<file path="src/level_rise_event_detector_macros.svh">
// Assertion macros shared by the level rise event detector.
`ifndef LEVEL_RISE_EVENT_DETECTOR_MACROS_SVH
`define LEVEL_RISE_EVENT_DETECTOR_MACROS_SVH

// Checks that the consequent holds in the same cycle as the antecedent.
`define LED_ASSERT_SAME(label, ante, cons, msg) \
    label: assert property (@(posedge clk) disable iff (!rst_n) (ante) |-> (cons)) \
        else $error(msg);

// Checks that the consequent holds in the cycle after the antecedent.
`define LED_ASSERT_NEXT(label, ante, cons, msg) \
    label: assert property (@(posedge clk) disable iff (!rst_n) (ante) |=> (cons)) \
        else $error(msg);

`endif

</file>
<file path="src/led_pkg.sv">
// Package with widths, register map, reset values and item types of the detector.
package led_pkg;

    localparam int LEVEL_BITS = 17;
    localparam int TIME_BITS  = 32;
    localparam int RATE_BITS  = 17;
    localparam int MPM_BITS   = 16;
    localparam int LHS_BITS   = LEVEL_BITS + MPM_BITS;
    localparam int PROD_BITS  = RATE_BITS + TIME_BITS;
    localparam int ADDR_BITS  = 4;
    localparam int DATA_BITS  = 32;

    localparam logic [MPM_BITS-1:0] MS_PER_MIN = MPM_BITS'(60000);

    localparam logic [LEVEL_BITS-1:0] MIN_RISE_RST  = LEVEL_BITS'(5000);
    localparam logic [TIME_BITS-1:0]  MAX_AGE_RST   = TIME_BITS'(1800000);
    localparam logic [TIME_BITS-1:0]  CONFIRM_RST   = TIME_BITS'(60000);
    localparam logic [RATE_BITS-1:0]  MAX_RATE_RST  = RATE_BITS'(15000);

    typedef enum logic [1:0] {
        REG_MIN_RISE,
        REG_MAX_CANDIDATE_AGE,
        REG_CONFIRM_TIME,
        REG_MAX_RATE
    } reg_idx_t;

    typedef struct packed {
        logic [LEVEL_BITS-1:0] min_rise;
        logic [TIME_BITS-1:0]  max_candidate_age;
        logic [TIME_BITS-1:0]  confirm_time;
        logic [RATE_BITS-1:0]  max_rate;
    } cfg_t;

    typedef struct packed {
        logic [LEVEL_BITS-1:0] level;
        logic                  level_valid;
        logic [TIME_BITS-1:0]  time_ms;
    } sample_t;

    typedef struct packed {
        logic                  refill_found;
        logic [LEVEL_BITS-1:0] rise_amount;
    } result_t;

    typedef struct packed {
        logic prev_seen;
        logic cand_active;
    } det_status_t;

endpackage

</file>
<file path="src/led_cfg.sv">
// APB configuration register bank of the detector.
module led_cfg (
    input  logic                           clk,
    input  logic                           rst_n,
    input  logic                           psel,
    input  logic                           penable,
    input  logic                           pwrite,
    input  logic [led_pkg::ADDR_BITS-1:0]  paddr,
    input  logic [led_pkg::DATA_BITS-1:0]  pwdata,
    output logic [led_pkg::DATA_BITS-1:0]  prdata,
    output logic                           pready,
    output led_pkg::cfg_t                  cfg
);

    led_pkg::cfg_t    cfg_reg;
    led_pkg::cfg_t    cfg_next;
    led_pkg::reg_idx_t idx;
    logic             wr_en;

    assign idx    = led_pkg::reg_idx_t'(paddr[led_pkg::ADDR_BITS-1:2]);
    assign wr_en  = psel & penable & pwrite;
    assign pready = 1'b1;
    assign cfg    = cfg_reg;

    always_comb
    begin
        cfg_next = cfg_reg;
        if (wr_en)
        begin
            case (idx)
                led_pkg::REG_MIN_RISE:
                    cfg_next.min_rise = pwdata[led_pkg::LEVEL_BITS-1:0];
                led_pkg::REG_MAX_CANDIDATE_AGE:
                    cfg_next.max_candidate_age = pwdata[led_pkg::TIME_BITS-1:0];
                led_pkg::REG_CONFIRM_TIME:
                    cfg_next.confirm_time = pwdata[led_pkg::TIME_BITS-1:0];
                led_pkg::REG_MAX_RATE:
                    cfg_next.max_rate = pwdata[led_pkg::RATE_BITS-1:0];
                default:
                    cfg_next = cfg_reg;
            endcase
        end
    end

    always_comb
    begin
        case (idx)
            led_pkg::REG_MIN_RISE:
                prdata = led_pkg::DATA_BITS'(cfg_reg.min_rise);
            led_pkg::REG_MAX_CANDIDATE_AGE:
                prdata = led_pkg::DATA_BITS'(cfg_reg.max_candidate_age);
            led_pkg::REG_CONFIRM_TIME:
                prdata = led_pkg::DATA_BITS'(cfg_reg.confirm_time);
            led_pkg::REG_MAX_RATE:
                prdata = led_pkg::DATA_BITS'(cfg_reg.max_rate);
            default:
                prdata = '0;
        endcase
    end

    always_ff @(posedge clk or negedge rst_n)
    begin
        if (!rst_n)
        begin
            cfg_reg.min_rise          <= led_pkg::MIN_RISE_RST;
            cfg_reg.max_candidate_age <= led_pkg::MAX_AGE_RST;
            cfg_reg.confirm_time      <= led_pkg::CONFIRM_RST;
            cfg_reg.max_rate          <= led_pkg::MAX_RATE_RST;
        end
        else
        begin
            cfg_reg <= cfg_next;
        end
    end

endmodule

</file>
<file path="src/led_rate_chk.sv">
// Rise detection and fill rate plausibility check against the previous sample.
module led_rate_chk (
    input  logic [led_pkg::LEVEL_BITS-1:0] level,
    input  logic [led_pkg::TIME_BITS-1:0]  time_ms,
    input  logic [led_pkg::LEVEL_BITS-1:0] prev_level,
    input  logic [led_pkg::TIME_BITS-1:0]  prev_time,
    input  logic [led_pkg::RATE_BITS-1:0]  max_rate,
    output logic                           rising,
    output logic                           plausible
);

    logic [led_pkg::LEVEL_BITS-1:0] rise;
    logic [led_pkg::TIME_BITS-1:0]  dt;
    logic [led_pkg::LHS_BITS-1:0]   lhs;
    logic [led_pkg::PROD_BITS-1:0]  rhs;
    logic                           too_fast;

    assign rising = level > prev_level;
    assign rise   = level - prev_level;

    // Time running backwards counts as no elapsed time.
    assign dt = (time_ms >= prev_time) ? (time_ms - prev_time) : '0;

    assign lhs = {{led_pkg::MPM_BITS{1'b0}}, rise}
               * {{led_pkg::LEVEL_BITS{1'b0}}, led_pkg::MS_PER_MIN};
    assign rhs = {{led_pkg::TIME_BITS{1'b0}}, max_rate}
               * {{led_pkg::RATE_BITS{1'b0}}, dt};

    assign too_fast  = led_pkg::PROD_BITS'(lhs) > rhs;
    assign plausible = (dt == '0) || !too_fast;

endmodule

</file>
<file path="src/led_cand.sv">
// Candidate tracking state and the per-item update that produces the result.
module led_cand (
    input  logic                 clk,
    input  logic                 rst_n,
    input  led_pkg::cfg_t        cfg,
    input  led_pkg::sample_t     sample,
    input  logic                 advance,
    output led_pkg::result_t     res_next,
    output led_pkg::det_status_t status
);

    logic [led_pkg::LEVEL_BITS-1:0] prev_level_reg, prev_level_next;
    logic [led_pkg::TIME_BITS-1:0]  prev_time_reg, prev_time_next;
    logic                           prev_seen_reg, prev_seen_next;
    logic                           cand_active_reg, cand_active_next;
    logic [led_pkg::TIME_BITS-1:0]  cand_start_reg, cand_start_next;
    logic [led_pkg::LEVEL_BITS-1:0] base_level_reg, base_level_next;
    logic [led_pkg::LEVEL_BITS-1:0] peak_level_reg, peak_level_next;

    logic                           rising;
    logic                           plausible;
    logic [led_pkg::TIME_BITS-1:0]  elapsed;
    logic [led_pkg::LEVEL_BITS-1:0] net;
    logic [led_pkg::LEVEL_BITS-1:0] fall;

    led_rate_chk u_rate_chk (
        .level      (sample.level),
        .time_ms    (sample.time_ms),
        .prev_level (prev_level_reg),
        .prev_time  (prev_time_reg),
        .max_rate   (cfg.max_rate),
        .rising     (rising),
        .plausible  (plausible)
    );

    always_comb
    begin
        prev_level_next  = prev_level_reg;
        prev_time_next   = prev_time_reg;
        prev_seen_next   = prev_seen_reg;
        cand_active_next = cand_active_reg;
        cand_start_next  = cand_start_reg;
        base_level_next  = base_level_reg;
        peak_level_next  = peak_level_reg;
        elapsed          = sample.time_ms - cand_start_reg;
        net              = '0;
        fall             = '0;
        res_next         = '0;

        if (sample.level_valid)
        begin
            prev_level_next = sample.level;
            prev_time_next  = sample.time_ms;
            prev_seen_next  = 1'b1;

            if (prev_seen_reg)
            begin
                if (cand_active_reg && (elapsed > cfg.max_candidate_age))
                begin
                    cand_active_next = 1'b0;
                end

                if (!cand_active_next && rising && plausible)
                begin
                    cand_active_next = 1'b1;
                    cand_start_next  = sample.time_ms;
                    base_level_next  = prev_level_reg;
                    peak_level_next  = sample.level;
                    elapsed          = '0;
                end

                if (cand_active_next)
                begin
                    if (sample.level > peak_level_next)
                    begin
                        peak_level_next = sample.level;
                    end
                    net = (peak_level_next >= base_level_next)
                        ? (peak_level_next - base_level_next) : '0;

                    if ((net >= cfg.min_rise) && (elapsed >= cfg.confirm_time))
                    begin
                        res_next.refill_found = 1'b1;
                        res_next.rise_amount  = net;
                        cand_active_next      = 1'b0;
                    end
                    else
                    begin
                        fall = (peak_level_next >= sample.level)
                             ? (peak_level_next - sample.level) : '0;
                        if ((fall > cfg.min_rise) && (net < cfg.min_rise))
                        begin
                            cand_active_next = 1'b0;
                        end
                    end
                end
            end
        end
    end

    assign status.prev_seen   = prev_seen_reg;
    assign status.cand_active = cand_active_reg;

    always_ff @(posedge clk or negedge rst_n)
    begin
        if (!rst_n)
        begin
            prev_seen_reg   <= 1'b0;
            cand_active_reg <= 1'b0;
        end
        else if (advance)
        begin
            prev_seen_reg   <= prev_seen_next;
            cand_active_reg <= cand_active_next;
        end
    end

    always_ff @(posedge clk)
    begin
        if (advance)
        begin
            prev_level_reg <= prev_level_next;
            prev_time_reg  <= prev_time_next;
            cand_start_reg <= cand_start_next;
            base_level_reg <= base_level_next;
            peak_level_reg <= peak_level_next;
        end
    end

endmodule

</file>
<file path="src/level_rise_event_detector.sv">
// Top level of the tank refill detector: input and result registers and APB port.
//
//   channel   direction  handshake                    payload
//   sample    in         sample_valid / sample_stall  level, level_valid, time_ms
//   result    out        result_valid / result_stall  refill_found, rise_amount
//   config    in         APB psel / penable / pready  paddr, pwdata, prdata
//
// One item is accepted per cycle while sample_stall is low; each item gives exactly
// one result item. Items pass through the input register, then the candidate
// update logic, whose rate multiplier sets the clock, into the result register.
// A stalled result holds both registers; the input stalls only when both are full.
// Reset clears the control flags and loads the register defaults; no clearing pass.
module level_rise_event_detector (
    input  logic                           clk,
    input  logic                           rst_n,
    input  logic                           sample_valid,
    output logic                           sample_stall,
    input  logic [led_pkg::LEVEL_BITS-1:0] level,
    input  logic                           level_valid,
    input  logic [led_pkg::TIME_BITS-1:0]  time_ms,
    output logic                           result_valid,
    input  logic                           result_stall,
    output logic                           refill_found,
    output logic [led_pkg::LEVEL_BITS-1:0] rise_amount,
    input  logic                           psel,
    input  logic                           penable,
    input  logic                           pwrite,
    input  logic [led_pkg::ADDR_BITS-1:0]  paddr,
    input  logic [led_pkg::DATA_BITS-1:0]  pwdata,
    output logic [led_pkg::DATA_BITS-1:0]  prdata,
    output logic                           pready
);

    `include "level_rise_event_detector_macros.svh"

    led_pkg::cfg_t          cfg;
    led_pkg::sample_t       sample_reg;
    logic                   s1_valid_reg, s1_valid_next;
    led_pkg::result_t       result_reg;
    logic                   result_valid_reg, result_valid_next;
    led_pkg::result_t       res_next;
    led_pkg::det_status_t   status;
    logic                   s2_ready;
    logic                   s1_ready;
    logic                   advance;
    logic                   accept;

    led_cfg u_cfg (
        .clk     (clk),
        .rst_n   (rst_n),
        .psel    (psel),
        .penable (penable),
        .pwrite  (pwrite),
        .paddr   (paddr),
        .pwdata  (pwdata),
        .prdata  (prdata),
        .pready  (pready),
        .cfg     (cfg)
    );

    led_cand u_cand (
        .clk      (clk),
        .rst_n    (rst_n),
        .cfg      (cfg),
        .sample   (sample_reg),
        .advance  (advance),
        .res_next (res_next),
        .status   (status)
    );

    assign s2_ready     = !result_valid_reg || !result_stall;
    assign advance      = s1_valid_reg && s2_ready;
    assign s1_ready     = !s1_valid_reg || s2_ready;
    assign sample_stall = !s1_ready;
    assign accept       = sample_valid && s1_ready;

    always_comb
    begin
        s1_valid_next = s1_valid_reg;
        if (accept)
        begin
            s1_valid_next = 1'b1;
        end
        else if (advance)
        begin
            s1_valid_next = 1'b0;
        end

        result_valid_next = result_valid_reg;
        if (s2_ready)
        begin
            result_valid_next = s1_valid_reg;
        end
    end

    always_ff @(posedge clk or negedge rst_n)
    begin
        if (!rst_n)
        begin
            s1_valid_reg     <= 1'b0;
            result_valid_reg <= 1'b0;
        end
        else
        begin
            s1_valid_reg     <= s1_valid_next;
            result_valid_reg <= result_valid_next;
        end
    end

    always_ff @(posedge clk)
    begin
        if (accept)
        begin
            sample_reg.level       <= level;
            sample_reg.level_valid <= level_valid;
            sample_reg.time_ms     <= time_ms;
        end
        if (advance)
        begin
            result_reg <= res_next;
        end
    end

    assign result_valid = result_valid_reg;
    assign refill_found = result_reg.refill_found;
    assign rise_amount  = result_reg.rise_amount;

    `LED_ASSERT_SAME(a_quiet_zero, result_valid && !refill_found, rise_amount == '0,
        "A result without a refill carries a nonzero rise.")
    `LED_ASSERT_SAME(a_rise_min, result_valid && refill_found, rise_amount >= cfg.min_rise,
        "A confirmed refill is smaller than the minimum rise.")
    `LED_ASSERT_NEXT(a_refill_ends, advance && res_next.refill_found, !status.cand_active,
        "The candidate is still active after its refill was confirmed.")
    `LED_ASSERT_NEXT(a_no_loss, advance, result_valid,
        "An item left the input register without producing a result.")

endmodule
</file>
<file path="config.mk">
export PLATFORM = sky130hd
export DESIGN_NAME = level_rise_event_detector
export DESIGN_NICKNAME = d
export VERILOG_FILES = /design/src/led_pkg.sv /design/src/led_cfg.sv /design/src/led_rate_chk.sv /design/src/led_cand.sv /design/src/level_rise_event_detector.sv
export VERILOG_INCLUDE_DIRS = /design/src /design/src/src
export SDC_FILE = /design/constraint.sdc
export NUM_CORES = 2
export LEC_CHECK = 0
export BUFFER_PORTS_ARGS = -buffer_cell sky130_fd_sc_hd__buf_2
export CORE_ASPECT_RATIO = 0.9
export CORE_MARGIN = 2
export CORE_UTILIZATION = 25
export DETAILED_ROUTE_END_ITERATION = 12
export PLACE_DENSITY_LB_ADDON = 0.12
export SKIP_CTS_REPAIR_TIMING = 1
export SYNTH_ARGS = -nofsm -noshare
export SYNTH_HDL_FRONTEND = slang
export SYNTH_SLANG_ARGS = --single-unit
</file>
<file path="constraint.sdc">
create_clock -name clk -period 58.1 [get_ports clk]
set_input_delay 17.43 -clock clk [delete_from_list [all_inputs] [get_ports clk]]
set_output_delay 17.43 -clock clk [all_outputs]
set_load 0.01 [all_outputs]
</file>
==> results.toml <==
[cts]
cts.sinks = 285
h-tree-depth = 2
clk_latency_ns = 0.59
cts_buffers = 38
clkTransAtPathRegs_ns = 0.06
clockBufferDepth = 3
cts_tree = "built"
root_buffer = "clkbuf_16"

[timing]
period_needed_ns = 36.31
hold_viol_final = 0
skew_ns = 0.0355
worstMarginPinSlew_ns = 1.05
setup_viol = 0
setup_ws_ns = 21.79
fmax_mhz = 27.5
setup-tns-final_ns = 0
finalMaxSlewViolations = 0
min_period_over_period_pct = 62.5
slew_headroom_pct = 30.2
rsz0062_at_grt = "false"

[detailed_routing]
routed_via_density = 4.55
routedWlPerCell_um = 19.5
vias = 30768
first_iter_violations = 1843
ant_nets = 0
drt_pass1_iterations = 5
drc = 0
wl_mm = 132

[worst_setup_path]
slowest_delay_ns = 0.58
critPathCaptureType = "output port"
worst_setup_path_start_kind = "input port"
crit_required_ns = 40.67
critPathKind = "input port to output port"
slowest_stage = "buf_2"
worstReg2RegStart = "sample_reg[0]$_DFFE_PP_"
cp-startpoint = "paddr[2]"
crit_chain = "buf_2 > nor2b_1 > buf_4 > a22o_1 > buf_2"
path_max_fanout = 23
crit_path_frequent_cell = "buf_2"
crit_arrival_ns = 18.88

[floorplan]
coreArea_sq_mm = 0.164
die_area_sq_mm = 0.168
start_util_pct = 25.1
die_w_um = 432
io_pins = 146
rows = 141
dieHeight_um = 389

[placement]
portBuffers = 142
dp_hpwl_mm = 103
dp_slack_ns = 21.74
gp_congestion = 0.812
dp_cells = 6686
place_area_sq_mm = 0.0446

[cells_and_area]
largest_reg_flops = 98
multiInputGateArea_sq_mm = 0.0294
register_area_sq_mm = 0.00809
drive_above_1_share_pct = 8.70
nFillCells = 17676
design_area_sq_mm = 0.0457
fin_cells = 6757
area_growth_syn_to_layout_pct = 11.0
nets = 5651

[power_and_ir_drop]
total_power_mw = 2.61
power.density_mw_per_mm2 = 57.1
worst_ir_drop_vdd_uv = 84.6
total_leakage_power_nw = 21.7

[global_routing]
track_usage_pct = 15.8
overflow = 0
grt_max_degree = 67
antenna_found_initial = 11
first_global_vias = 32280
grt_pass1_wl_mm = 204

[job]
drv_cap = 0

[synth]
ys_warn_count = 0
yosysUniqueCellTypes = 83
ys_seq_elements = 285
synth.avg_cell_area_sq_um = 9.18
netlist_area_sq_mm = 0.0412
yosys_most_used_dff = "edfxtp_1"
synth-edff-count = 183
syn-num-nets = 5559
syn_inst = 4489
synth-async-reset-ratio_pct = 35.8
yosysSeqAreaShare_pct = 19.6

[hold_path]
min_path_type = "flop to flop"
hold_path.startpoint = "u_cand.prev_seen_reg$_DFFE_PN0P_"

[outcome]
outcome = "finished, final reports clean"
## worst paths after layout
| kind | slack (ns) | depth (start not counted) | endpoint |
|---|---|---|---|
| max in group asynchronous | 39.93 | 2 | u_cfg.cfg[5]$_DFFE_PN0P_ |
| hold reg to reg | 0.49 | 1 | u_cand.prev_seen_reg$_DFFE_PN0P_ |
| min in group asynchronous | 16.81 | 1 | u_cfg.cfg[72]$_DFFE_PN0P_ |
| setup / recovery | 21.79 | 5 | prdata[27] |
| hold / removal | 0.49 | 1 | u_cand.prev_seen_reg$_DFFE_PN0P_ |
| setup reg to reg | 35.85 | 89 | rise_amount[16]$_SDFFCE_PN0P_ |
## cell type report
cell class / count / share of cell area, %
clock inverters: 20 / 0.331
flip-flops and latches: 285 / 17.7
repair buffers: 212 / 2.71
multi-input cells: 3195 / 64.2
diodes: 2 / 0.0109
well taps: 2145 / 5.87
inverters: 849 / 6.97
clock buffers: 49 / 2.21
## power by group
group / internal [mW] / switching [mW] / total (mW)
registers: 0.250 / 0.0231 / 0.273
clock network: 0.125 / 0.101 / 0.226
logic: 0.867 / 1.25 / 2.11
## layer usage
| metal | wire length, um | track usage [%] | up-vias | part of all wire [%] |
|---|---|---|---|---|
| met5 | 47 | 0 | - | 0.036 |
| li1 | - | - | 14780 | - |
| met3 | 4130 | 1.43 | 86 | 3.1 |
| met1 | 67200 | 23.8 | 15442 | 51 |
| met2 | 58600 | 25.0 | 454 | 45 |
| met4 | 1650 | 2.17 | 6 | 1.2 |
## placed cells by master, fill, tap and decap left out, drive strengths merged, types with 41 or more instances in the layout
cell type,count
nand2,562
nand3,44
xnor2,90
nor2,158
nand4,49
a21o,108
o21ai,185
xor2,55
dfrtp,72
buf,212
a21oi,153
nor2b,48
clkbuf,49
and2,260
edfxtp,183
fa,520
inv,854
mux2,41
ha,457
nor3,53
## through the flow
| stage | hold WS (ns) | utilization, % |
|---|---|---|
| after CTS | 0.495 | 27.9 |
| after global routing | 0.519 | 27.9 |
| after floorplan | 0.445 | - |
| after global placement | 0.481 | 27.2 |
| final | 0.493 | 27.9 |
| after detailed placement | 0.481 | 27.2 |
## cell usage after synthesis (all sizes together), types with 53 or more instances
cell type	count	area [sq um]
a21o	108	811
a21oi	153	769
and2	260	1630
clkbuf	142	533
dfrtp	72	1800
edfxtp	183	5500
fa	520	10400
ha	457	5720
inv	849	3190
nand2	562	2110
nor2	158	593
nor3	53	265
o21ai	185	933
xnor2	90	788
xor2	55	482
## kinds of logic (layout without fill, tap and decap cells)
kind of cell               count (synthesis)  in the layout  share of synthesized area, %
and+or+nand+nor                         1294           1294                          15.1
adders and majority gates                977            977                          39.1
other                                      1              3                       0.00910
xor gates and xnor gates                 145            145                          3.08
DFF                                      285            285                          19.6
buffers and inverters                   1009           1130                          9.26
AOI/OAI and AO/OA                        699            699                          11.2
muxes                                     79             79                          2.56
## worst max-delay path: cells and delay by family
| kind | cells | cell delay (ns) |
|---|---|---|
| buf+inv | 3 | 0.98 |
| compound gates | 1 | 0.22 |
| simple gates | 1 | 0.22 |
Power figures use the tool's default switching activity.
